## config.mk

```make
export PLATFORM = sky130hd
export DESIGN_NAME = collinear_waypoint_pruner_top
export DESIGN_NICKNAME = d
export VERILOG_FILES = /design/src/rtl/core/cwp_pkg.sv /design/src/rtl/core/collinear_waypoint_pruner_top.sv /design/src/rtl/core/cwp_step_unit.sv /design/src/rtl/core/cwp_tail.sv /design/src/rtl/core/cwp_out_fifo.sv
export SDC_FILE = /design/constraint.sdc
export NUM_CORES = 2
export LEC_CHECK = 0
export BUFFER_PORTS_ARGS = -buffer_cell sky130_fd_sc_hd__buf_4
export CAP_MARGIN = 20
export CORE_MARGIN = 5
export CORE_UTILIZATION = 45
export CTS_CLUSTER_SIZE = 28
export DETAILED_ROUTE_END_ITERATION = 10
export PLACE_DENSITY = 0.64
export SYNTH_ARGS = -nofsm -noshare
export SYNTH_HDL_FRONTEND = slang
export SYNTH_SLANG_ARGS = --single-unit
```

## constraint.sdc

```tcl
create_clock -name clk -period 59.9 [get_ports clk]
set_clock_uncertainty 0.2 [all_clocks]
set_input_delay 14.975 -clock clk [delete_from_list [all_inputs] [get_ports clk]]
set_output_delay 14.975 -clock clk [all_outputs]
set_load 0.02 [all_outputs]
```

## src/rtl/core/cwp_pkg.sv

```systemverilog
// ---------------------------------------------------------------------------
// cwp_pkg: shared types and constants of the collinear waypoint pruner
// Field widths, path position codes, register indexes and the control
// structs that travel between the pruner modules.
// ---------------------------------------------------------------------------
package cwp_pkg;

  localparam int HEAD_W     = 13;
  localparam int PTOL_W     = 16;
  localparam int HTOL_W     = 12;
  localparam int CFG_IDX_W  = 2;
  localparam int CFG_DATA_W = 16;
  localparam int STEP_LAT   = 8;
  localparam int OUT_DEPTH  = 4;

  localparam logic [PTOL_W-1:0] GOAL_PTOL_RST = 16'd50;
  localparam logic [HTOL_W-1:0] GOAL_HTOL_RST = 12'd35;

  // position of a word within its path
  typedef enum logic [1:0] {
    PH_FIRST  = 2'd0,
    PH_SECOND = 2'd1,
    PH_INNER  = 2'd2
  } phase_t;

  typedef enum logic [CFG_IDX_W-1:0] {
    CFG_GOAL_VALID   = 2'd0,
    CFG_GOAL_HEADING = 2'd1,
    CFG_GOAL_PTOL    = 2'd2,
    CFG_GOAL_HTOL    = 2'd3
  } cfg_idx_t;

  typedef struct packed {
    logic   vld;
    phase_t phase;
    logic   fin;
  } ctl_t;

  localparam ctl_t CTL_IDLE = '{vld: 1'b0, phase: PH_FIRST, fin: 1'b0};

  typedef struct packed {
    logic                     valid;
    logic signed [HEAD_W-1:0] heading;
    logic [PTOL_W-1:0]        ptol;
    logic [HTOL_W-1:0]        htol;
  } goal_t;

  typedef struct packed {
    logic wr0;
    logic wr1;
  } push_t;

endpackage

```

## src/rtl/core/collinear_waypoint_pruner_top.sv

```systemverilog
// ---------------------------------------------------------------------------
// Path: input register, 8-stage step divider with payload delay line, decision
// stage and result queue; an inner waypoint waits until its successor arrives.
// Throughput: one input word per cycle while the 4-word result queue, which
// takes two words at a path end, has room for two; otherwise in_ready is low.
// Reset: synchronous active-low rst_n clears control and queue and loads the
// goal reset values; the block starts awaiting the first waypoint of a path.
// ---------------------------------------------------------------------------
// collinear_waypoint_pruner_top: collinear waypoint pruner
// Input register, step pipeline with payload delay line, decision stage
// and result queue.
// ---------------------------------------------------------------------------
module collinear_waypoint_pruner_top #(
  parameter int COORD_BITS = 24
) (
  input  logic                                 clk,
  input  logic                                 rst_n,
  input  logic                                 in_valid,
  output logic                                 in_ready,
  input  logic signed [COORD_BITS-1:0]         in_pos_x,
  input  logic signed [COORD_BITS-1:0]         in_pos_y,
  input  logic signed [COORD_BITS-1:0]         in_pos_z,
  input  logic signed [cwp_pkg::HEAD_W-1:0]    in_way_heading,
  input  logic [cwp_pkg::PTOL_W-1:0]           in_way_pos_tol,
  input  logic [cwp_pkg::HTOL_W-1:0]           in_way_heading_tol,
  input  logic                                 in_path_end,
  output logic                                 out_valid,
  input  logic                                 out_ready,
  output logic signed [COORD_BITS-1:0]         out_x,
  output logic signed [COORD_BITS-1:0]         out_y,
  output logic signed [COORD_BITS-1:0]         out_z,
  output logic signed [cwp_pkg::HEAD_W-1:0]    out_heading,
  output logic [cwp_pkg::PTOL_W-1:0]           out_pos_tol,
  output logic [cwp_pkg::HTOL_W-1:0]           out_heading_tol,
  output logic                                 out_end,
  input  logic                                 cfg_we,
  input  logic [cwp_pkg::CFG_IDX_W-1:0]        cfg_idx,
  input  logic [cwp_pkg::CFG_DATA_W-1:0]       cfg_wdata
);

  localparam int LAT   = cwp_pkg::STEP_LAT;
  localparam int RES_W = 3*COORD_BITS + cwp_pkg::HEAD_W + cwp_pkg::PTOL_W
                         + cwp_pkg::HTOL_W + 1;

  typedef struct packed {
    logic signed [COORD_BITS-1:0]      x;
    logic signed [COORD_BITS-1:0]      y;
    logic signed [COORD_BITS-1:0]      z;
    logic signed [cwp_pkg::HEAD_W-1:0] head;
    logic [cwp_pkg::PTOL_W-1:0]        ptol;
    logic [cwp_pkg::HTOL_W-1:0]        htol;
  } item_t;

  typedef struct packed {
    logic signed [COORD_BITS-1:0]      x;
    logic signed [COORD_BITS-1:0]      y;
    logic signed [COORD_BITS-1:0]      z;
    logic signed [cwp_pkg::HEAD_W-1:0] head;
    logic [cwp_pkg::PTOL_W-1:0]        ptol;
    logic [cwp_pkg::HTOL_W-1:0]        htol;
    logic                              fin;
  } res_t;

  cwp_pkg::goal_t  goal_r;
  cwp_pkg::phase_t phase_r, phase_nxt;
  cwp_pkg::ctl_t   s0_ctl_r;
  cwp_pkg::ctl_t   dctl_r [LAT];
  item_t           s0_r;
  item_t           dl_r [LAT];
  logic signed [COORD_BITS-1:0] last_x_r, last_y_r, s0_px_r, s0_py_r;
  logic signed [COORD_BITS-3:0] step_x, step_y;

  cwp_pkg::push_t  push;
  logic [RES_W-1:0] res0, res1, fifo_q;
  res_t            out_w;
  logic            adv, acc, room;

  assign adv      = room;
  assign in_ready = adv;
  assign acc      = in_valid & in_ready;

  // configuration
  always_ff @(posedge clk) begin
    if (!rst_n) begin
      goal_r <= '{valid: 1'b0, heading: '0, ptol: cwp_pkg::GOAL_PTOL_RST,
                  htol: cwp_pkg::GOAL_HTOL_RST};
    end else if (cfg_we) begin
      unique case (cwp_pkg::cfg_idx_t'(cfg_idx))
        cwp_pkg::CFG_GOAL_VALID:   goal_r.valid   <= cfg_wdata[0];
        cwp_pkg::CFG_GOAL_HEADING: goal_r.heading <= cfg_wdata[cwp_pkg::HEAD_W-1:0];
        cwp_pkg::CFG_GOAL_PTOL:    goal_r.ptol    <= cfg_wdata[cwp_pkg::PTOL_W-1:0];
        cwp_pkg::CFG_GOAL_HTOL:    goal_r.htol    <= cfg_wdata[cwp_pkg::HTOL_W-1:0];
        default: ;
      endcase
    end
  end

  // path position tracking
  always_comb begin
    unique case (phase_r) inside
      cwp_pkg::PH_SECOND, cwp_pkg::PH_INNER: phase_nxt = cwp_pkg::PH_INNER;
      default:                               phase_nxt = cwp_pkg::PH_SECOND;
    endcase
    if (in_path_end) begin
      phase_nxt = cwp_pkg::PH_FIRST;
    end
  end

  always_ff @(posedge clk) begin
    if (!rst_n) begin
      phase_r  <= cwp_pkg::PH_FIRST;
      s0_ctl_r <= cwp_pkg::CTL_IDLE;
      for (int i = 0; i < LAT; i++) begin
        dctl_r[i] <= cwp_pkg::CTL_IDLE;
      end
    end else begin
      if (acc) begin
        phase_r <= phase_nxt;
      end
      if (adv) begin
        s0_ctl_r <= '{vld: acc, phase: phase_r, fin: in_path_end};
        dctl_r[0] <= s0_ctl_r;
        for (int i = 1; i < LAT; i++) begin
          dctl_r[i] <= dctl_r[i-1];
        end
      end
    end
  end

  always_ff @(posedge clk) begin
    if (acc) begin
      s0_r     <= '{x: in_pos_x, y: in_pos_y, z: in_pos_z, head: in_way_heading,
                    ptol: in_way_pos_tol, htol: in_way_heading_tol};
      s0_px_r  <= last_x_r;
      s0_py_r  <= last_y_r;
      last_x_r <= in_pos_x;
      last_y_r <= in_pos_y;
    end
    if (adv) begin
      dl_r[0] <= s0_r;
      for (int i = 1; i < LAT; i++) begin
        dl_r[i] <= dl_r[i-1];
      end
    end
  end

  cwp_step_unit #(.COORD_BITS(COORD_BITS)) u_step_x (
    .clk  (clk),
    .en   (adv),
    .cur  (s0_r.x),
    .prev (s0_px_r),
    .step (step_x)
  );

  cwp_step_unit #(.COORD_BITS(COORD_BITS)) u_step_y (
    .clk  (clk),
    .en   (adv),
    .cur  (s0_r.y),
    .prev (s0_py_r),
    .step (step_y)
  );

  cwp_tail #(.COORD_BITS(COORD_BITS)) u_tail (
    .clk    (clk),
    .en     (adv),
    .ctl    (dctl_r[LAT-1]),
    .goal   (goal_r),
    .x      (dl_r[LAT-1].x),
    .y      (dl_r[LAT-1].y),
    .z      (dl_r[LAT-1].z),
    .head   (dl_r[LAT-1].head),
    .ptol   (dl_r[LAT-1].ptol),
    .htol   (dl_r[LAT-1].htol),
    .step_x (step_x),
    .step_y (step_y),
    .push   (push),
    .res0   (res0),
    .res1   (res1)
  );

  cwp_out_fifo #(.W(RES_W), .DEPTH(cwp_pkg::OUT_DEPTH)) u_fifo (
    .clk       (clk),
    .rst_n     (rst_n),
    .push      (push),
    .d0        (res0),
    .d1        (res1),
    .out_valid (out_valid),
    .out_ready (out_ready),
    .q         (fifo_q),
    .room      (room)
  );

  assign out_w           = fifo_q;
  assign out_x           = out_w.x;
  assign out_y           = out_w.y;
  assign out_z           = out_w.z;
  assign out_heading     = out_w.head;
  assign out_pos_tol     = out_w.ptol;
  assign out_heading_tol = out_w.htol;
  assign out_end         = out_w.fin;

  ap_pair_order: assert property (@(posedge clk) disable iff (!rst_n)
    push.wr1 |-> push.wr0)
    else $error("second result word pushed without first");

  ap_push_src: assert property (@(posedge clk) disable iff (!rst_n)
    push.wr0 |-> (adv && dctl_r[LAT-1].vld))
    else $error("result pushed without a valid word in the last stage");

  ap_push_out: assert property (@(posedge clk) disable iff (!rst_n)
    push.wr0 |=> out_valid)
    else $error("pushed result not visible at output");

  ap_end_restart: assert property (@(posedge clk) disable iff (!rst_n)
    (acc && in_path_end) |=> (phase_r == cwp_pkg::PH_FIRST))
    else $error("path end did not restart path tracking");

endmodule

```

## src/rtl/core/cwp_step_unit.sv

```systemverilog
// ---------------------------------------------------------------------------
// cwp_step_unit: pipelined millimetre-to-centimetre step
// Difference of two coordinates divided by ten, rounded half away from
// zero. Eight stages, reciprocal by shift-add with a small remainder fix.
// ---------------------------------------------------------------------------
module cwp_step_unit #(
  parameter int COORD_BITS = 24
) (
  input  logic                         clk,
  input  logic                         en,
  input  logic signed [COORD_BITS-1:0] cur,
  input  logic signed [COORD_BITS-1:0] prev,
  output logic signed [COORD_BITS-3:0] step
);

  localparam int DW = COORD_BITS + 1;
  localparam int SW = COORD_BITS - 2;

  logic [DW-1:0] d1_r;
  logic [DW-1:0] n2_r, n3_r, n4_r, n5_r, n6_r;
  logic          neg2_r, neg3_r, neg4_r, neg5_r, neg6_r, neg7_r;
  logic [DW-1:0] qa_r, qb_r, qc_r, qd_r, qe_r;
  logic [1:0]    adj7_r;
  logic [SW-1:0] step8_r;

  logic [DW-1:0] d1_nxt, n2_nxt, qa_nxt, qb_nxt, qc_nxt, qd_nxt, qe_nxt;
  logic [5:0]    t10, rem;
  logic [1:0]    adj7_nxt;
  logic [DW-1:0] op, kk, sum;

  always_comb begin
    d1_nxt = {cur[COORD_BITS-1], cur} - {prev[COORD_BITS-1], prev};
    n2_nxt = d1_r[DW-1] ? (DW'(5) - d1_r) : (d1_r + DW'(5));
    qa_nxt = (n2_r >> 1) + (n2_r >> 2);
    qb_nxt = qa_r + (qa_r >> 4);
    qc_nxt = qb_r + (qb_r >> 8);
    qd_nxt = qc_r + (qc_r >> 16);
    qe_nxt = qd_r >> 3;
    // remainder is small, low six bits suffice
    t10 = {qe_nxt[2:0], 3'b000} + {qe_nxt[4:0], 1'b0};
    rem = n6_r[5:0] - t10;
    if (rem >= 6'd30) begin
      adj7_nxt = 2'd3;
    end else if (rem >= 6'd20) begin
      adj7_nxt = 2'd2;
    end else if (rem >= 6'd10) begin
      adj7_nxt = 2'd1;
    end else begin
      adj7_nxt = 2'd0;
    end
    // negative: ~q + 1 - adj = -(q + adj)
    op  = neg7_r ? ~qe_r : qe_r;
    kk  = neg7_r ? (DW'(1) - DW'(adj7_r)) : DW'(adj7_r);
    sum = op + kk;
  end

  always_ff @(posedge clk) begin
    if (en) begin
      d1_r    <= d1_nxt;
      n2_r    <= n2_nxt;
      neg2_r  <= d1_r[DW-1];
      qa_r    <= qa_nxt;
      n3_r    <= n2_r;
      neg3_r  <= neg2_r;
      qb_r    <= qb_nxt;
      n4_r    <= n3_r;
      neg4_r  <= neg3_r;
      qc_r    <= qc_nxt;
      n5_r    <= n4_r;
      neg5_r  <= neg4_r;
      qd_r    <= qd_nxt;
      n6_r    <= n5_r;
      neg6_r  <= neg5_r;
      qe_r    <= qe_nxt;
      adj7_r  <= adj7_nxt;
      neg7_r  <= neg6_r;
      step8_r <= sum[SW-1:0];
    end
  end

  assign step = step8_r;

endmodule

```

## src/rtl/core/cwp_tail.sv

```systemverilog
// ---------------------------------------------------------------------------
// cwp_tail: keep/drop decision and held candidate
// Holds the inner candidate, compares steps into and out of it and builds
// up to two result words per incoming word, with goal override on the end.
// ---------------------------------------------------------------------------
module cwp_tail #(
  parameter int COORD_BITS = 24
) (
  input  logic                                 clk,
  input  logic                                 en,
  input  cwp_pkg::ctl_t                        ctl,
  input  cwp_pkg::goal_t                       goal,
  input  logic signed [COORD_BITS-1:0]         x,
  input  logic signed [COORD_BITS-1:0]         y,
  input  logic signed [COORD_BITS-1:0]         z,
  input  logic signed [cwp_pkg::HEAD_W-1:0]    head,
  input  logic [cwp_pkg::PTOL_W-1:0]           ptol,
  input  logic [cwp_pkg::HTOL_W-1:0]           htol,
  input  logic signed [COORD_BITS-3:0]         step_x,
  input  logic signed [COORD_BITS-3:0]         step_y,
  output cwp_pkg::push_t                       push,
  output logic [3*COORD_BITS+cwp_pkg::HEAD_W+cwp_pkg::PTOL_W+cwp_pkg::HTOL_W:0] res0,
  output logic [3*COORD_BITS+cwp_pkg::HEAD_W+cwp_pkg::PTOL_W+cwp_pkg::HTOL_W:0] res1
);

  typedef struct packed {
    logic signed [COORD_BITS-1:0]      x;
    logic signed [COORD_BITS-1:0]      y;
    logic signed [COORD_BITS-1:0]      z;
    logic signed [cwp_pkg::HEAD_W-1:0] head;
    logic [cwp_pkg::PTOL_W-1:0]        ptol;
    logic [cwp_pkg::HTOL_W-1:0]        htol;
    logic                              fin;
  } res_t;

  res_t                         held_r;
  logic signed [COORD_BITS-3:0] held_sx_r, held_sy_r;

  res_t cur_w, held_w;
  logic vld, emit_held, emit_cur, hold;

  always_comb begin
    vld = en & ctl.vld;
    cur_w = '{x: x, y: y, z: z, head: head, ptol: ptol, htol: htol, fin: ctl.fin};
    if (ctl.fin && goal.valid) begin
      cur_w.head = goal.heading;
      cur_w.ptol = goal.ptol;
      cur_w.htol = goal.htol;
    end
    held_w     = held_r;
    held_w.fin = 1'b0;
    case (ctl.phase) inside
      cwp_pkg::PH_SECOND, cwp_pkg::PH_INNER: begin
        emit_held = (ctl.phase == cwp_pkg::PH_INNER) &&
                    ((step_x != held_sx_r) || (step_y != held_sy_r));
        emit_cur  = ctl.fin;
        hold      = !ctl.fin;
      end
      default: begin
        emit_held = 1'b0;
        emit_cur  = 1'b1;
        hold      = 1'b0;
      end
    endcase
    push.wr0 = vld & (emit_held | emit_cur);
    push.wr1 = vld & emit_held & emit_cur;
    res0     = emit_held ? held_w : cur_w;
    res1     = cur_w;
  end

  always_ff @(posedge clk) begin
    if (vld && hold) begin
      held_r    <= cur_w;
      held_sx_r <= step_x;
      held_sy_r <= step_y;
    end
  end

endmodule

```

## src/rtl/core/cwp_out_fifo.sv

```systemverilog
// ---------------------------------------------------------------------------
// cwp_out_fifo: result queue
// Small register queue taking up to two words per cycle and handing one
// word per cycle to the output channel while out_ready is high.
// ---------------------------------------------------------------------------
module cwp_out_fifo #(
  parameter int W     = 8,
  parameter int DEPTH = 4
) (
  input  logic           clk,
  input  logic           rst_n,
  input  cwp_pkg::push_t push,
  input  logic [W-1:0]   d0,
  input  logic [W-1:0]   d1,
  output logic           out_valid,
  input  logic           out_ready,
  output logic [W-1:0]   q,
  output logic           room
);

  localparam int AW = $clog2(DEPTH);
  localparam int CW = AW + 1;

  logic [W-1:0]  mem_r [DEPTH];
  logic [AW-1:0] wptr_r, rptr_r, wptr_nxt, rptr_nxt;
  logic [CW-1:0] cnt_r, cnt_nxt;
  logic          pop;

  always_comb begin
    pop      = out_valid & out_ready;
    wptr_nxt = wptr_r + AW'(push.wr0) + AW'(push.wr1);
    rptr_nxt = rptr_r + AW'(pop);
    cnt_nxt  = cnt_r + CW'(push.wr0) + CW'(push.wr1) - CW'(pop);
  end

  always_ff @(posedge clk) begin
    if (!rst_n) begin
      wptr_r <= '0;
      rptr_r <= '0;
      cnt_r  <= '0;
    end else begin
      wptr_r <= wptr_nxt;
      rptr_r <= rptr_nxt;
      cnt_r  <= cnt_nxt;
    end
  end

  always_ff @(posedge clk) begin
    if (push.wr0) begin
      mem_r[wptr_r] <= d0;
    end
    if (push.wr1) begin
      mem_r[wptr_r + AW'(1)] <= d1;
    end
  end

  assign out_valid = (cnt_r != '0);
  assign q         = mem_r[rptr_r];
  assign room      = (cnt_r <= CW'(DEPTH - 2));

endmodule

```

==> qor.txt <==
CTS root buf: clkbuf_16
asr flop ratio synth: 0%
clock latency on the worst-skew pair: 0.84 ns
met2 wire len: 81040 microns
slew at the pin closest to its max-slew limit: 1.062 ns
slowest stage cell, crit path: buf_4
cell count after synthesis: 5224
DRC: 0
area occupied by multi-input gates: 0.02325 sq mm
Final ANT Viol Nets: 0
worst setup margin: 41.45 ns
area added between synthesis and finish: 14.21%
Die ar.: 0.2096 sq mm
CTS tree: yes
total wire length: 164400 microns
Fin. Hold Viols: 0
worst setup path category: reg -> out
Die H: 457.8 microns
crit path time final: 18.45 ns
crit path capture type: output pin
Synth Net Count: 5632
crit-path max cell delay: 0.75 ns
CTS buffer count: 222
Worst-path clk slew: 0.06 ns
Initial Util: 45.20%
worst path cell trace: buf_4 -> mux4_2 -> buf_4
CP max FO: 45
clock sink total: 2211
DR vias: 43700
synthesized area: 0.09024 sq mm
f_max: 54.20 MHz
Core ar.: 0.1997 sq mm
DR WL/cell: 19.38 microns
CTS Hold Bufs: 0
clock tree buffer depth: 3
number of global-route vias before repair: 44460
worst slack, placed: 42.22 ns
leakage power: 36.47 nW
routability cong.: 0.8627
met3 wire length: 7645 microns
share of post-route cells with drive strength above 1: 22.05%
number of fill cells: 16050
Die Wd: 457.8 microns
post-CTS setup buffer count: 0
final setup TNS: 0 ns
DR vias/cell: 5.151
detailed placement HPWL: 106000 microns
register area share after synthesis: 72.97%
largest net degree at the start of global routing: 201
Pre-antenna DRT Iters: 5
setup violators final: 0
Yosys cell types: 78
Final Max Tran Viols: 0
RSZ-0062 raised after global routing: false
Final Cycle Share: 30.80%
number of synthesized flops with an enable pin: 2156
cell mode on critical path: buf_4
MaxCap Viol Count: 0
HP Class: reg -> reg
nets: 6023
GRT Overall Usage: 15.53%
H-tree level count: 4
status: complete, no violations
Buffers & Inverters on Critical Path: 2
Rel. slew slack: 29.21%
CP Data Arrival Time: 3.28 ns
CP top delay family: buffers and inverters
initial antenna violation count: 25
I/O pin cnt: 253
Worst VDD drop: 0.04370 mV
wire length on met1: 70270 microns
post-CTS resize count: 0
first-pass GRT wire length: 256800 microns
row count: 164
Worst Path Required: 44.72 ns
number of port buffers: 252
Mapped Avg Cell Area: 17.27 sq um
initial DRC count: 3049
FF+latch area: 0.06585 sq mm
Synth Register Bits: 2211
synth warn: 0
PwrDens: 63.78 mW/mm^2
highest routed layer: met5
grt ovf: 0
CP startpoint kind: flip-flop
ys flop type: edfxtp_1
[flip-flops by register name, indices dropped and copies added, names as in the netlist, 24 cells and up]
signal and flops:
s0_py_r 24, s0_px_r 24, u_step_x.qb_r 25, u_step_y.qb_r 25, u_tail.held_r 113, u_step_y.qc_r 25
u_step_y.d1_r 25, goal_r 42, u_fifo.mem_r 456, u_step_x.d1_r 25, s0_r 65, dctl_r 32
u_step_y.qa_r 25, u_step_x.qc_r 25, last_x_r 24, u_step_x.n2_r 25, dl_r 904, u_step_y.n2_r 25
last_y_r 24, u_step_x.qa_r 25
[synth_stat cells (all sizes together) (49+ instances only)]
cell       n  share of area, %
a21boi    49              0.41
a21o      81              0.67
a21oi    217               1.2
and3      59              0.41
buf       70              0.41
clkbuf    59              0.25
dfxtp     55               1.2
edfxtp  2156                72
ha       254               3.5
inv      171              0.71
mux2     495               6.2
mux4     114               2.8
nand2    236              0.98
nand3     69              0.38
nor2     164              0.68
o21ai    127              0.70
xnor2    204               2.0
xor2     177               1.7
[final timing paths]
| check | endpoint | cells after the start | slack (ns) | start |
|---|---|---|---|---|
| setup / recovery | out_x[11] | 3 | 41.45 | u_fifo.rptr_r[0]$_SDFF_PN0_ |
| hold / removal | dl_r[0][420]$_DFFE_PN_ | 0 | 0.17 | dl_r[0][307]$_DFFE_PN_ |
| setup reg to reg | dl_r[0][322]$_DFFE_PN_ | 8 | 54.02 | u_fifo.cnt_r[0]$_SDFF_PN0_ |
| hold reg to reg | dl_r[0][420]$_DFFE_PN_ | 0 | 0.17 | dl_r[0][307]$_DFFE_PN_ |
[final cells by class]
type | instances | area share (%)
diodes | 22 | 0.05342
inverters | 172 | 0.6410
repair buffers | 296 | 2.273
flip-flops and latches | 2211 | 63.90
clock inverters | 149 | 1.742
clock buffers | 265 | 5.605
well taps | 2656 | 3.225
multi-input cells | 2712 | 22.56
[where the power goes]
| group | switching, mW | internal [mW] | leakage (nW) |
|---|---|---|---|
| combinational | 1.22 | 0.923 | 11.4 |
| sequential | 0.284 | 2.73 | 21.5 |
| clock | 0.579 | 0.830 | 3.65 |
| total | 2.09 | 4.49 | 36.5 |
[metal layers]
layer	global-route usage (%)	vias up
li1	-	21040
met1	20.24	21470
met2	25.65	871
met3	3.057	313
met4	6.327	4
met5	0	-
[through the flow]
step / power [mW] / hold slack [ns] / utilization (%) / area (sq um) / cells
floorplan: 5.423 / 0.2003 / - / 90240 / 5224
global placement: 5.156 / 0.2002 / 47.75 / 95340 / 8042
detailed placement: 5.213 / 0.2045 / 47.76 / 95360 / 8043
CTS: 6.649 / 0.1532 / 51.56 / 102900 / 8457
global route: 7.003 / 0.1575 / 51.61 / 103100 / 8481
finish: 6.573 / 0.1743 / 51.62 / 103100 / 8483
[placed cells by master, fill, tap and decap left out, types with 10 or more instances in the layout]
master / count
o31a_1: 11
buf_4: 287
edfxtp_1: 2156
or3_1: 21
inv_1: 169
bufinv_16: 32
xor2_1: 177
nand2b_1: 20
and2_1: 24
nand3_1: 69
o211ai_1: 10
nor4_1: 16
nand4_1: 22
clkbuf_16: 222
mux2_2: 495
and3_1: 58
diode_2: 22
mux4_2: 114
clkinv_2: 37
o31ai_1: 17
a21boi_0: 47
nand2_1: 235
nor2_1: 164
o21bai_1: 21
a211oi_1: 27
nor2b_1: 33
fa_1: 17
ha_1: 254
o21a_1: 44
xnor2_1: 204
a21o_1: 81
dfxtp_1: 53
o21ai_0: 125
clkinv_1: 43
a31oi_1: 25
clkbuf_1: 37
a21oi_1: 212
nor3_1: 38
clkinvlp_4: 18
[logic make-up (layout without fill, tap and decap cells)]
family                   after synthesis  after routing  synth area share (%)
AO/OA/AOI/OAI                        707            707                 5.050
adder cells (fa/ha/maj)              273            273                 3.921
multiplexers                         612            612                 9.056
other                                  0             22                     0
XOR/XNOR                             381            381                 3.698
AND/OR/NAND/NOR                      739            739                 3.935
flip-flops                          2211           2211                 72.97
buffers and inverters                301            882                 1.374
No activity file was read; power rests on OpenSTA's default activity.
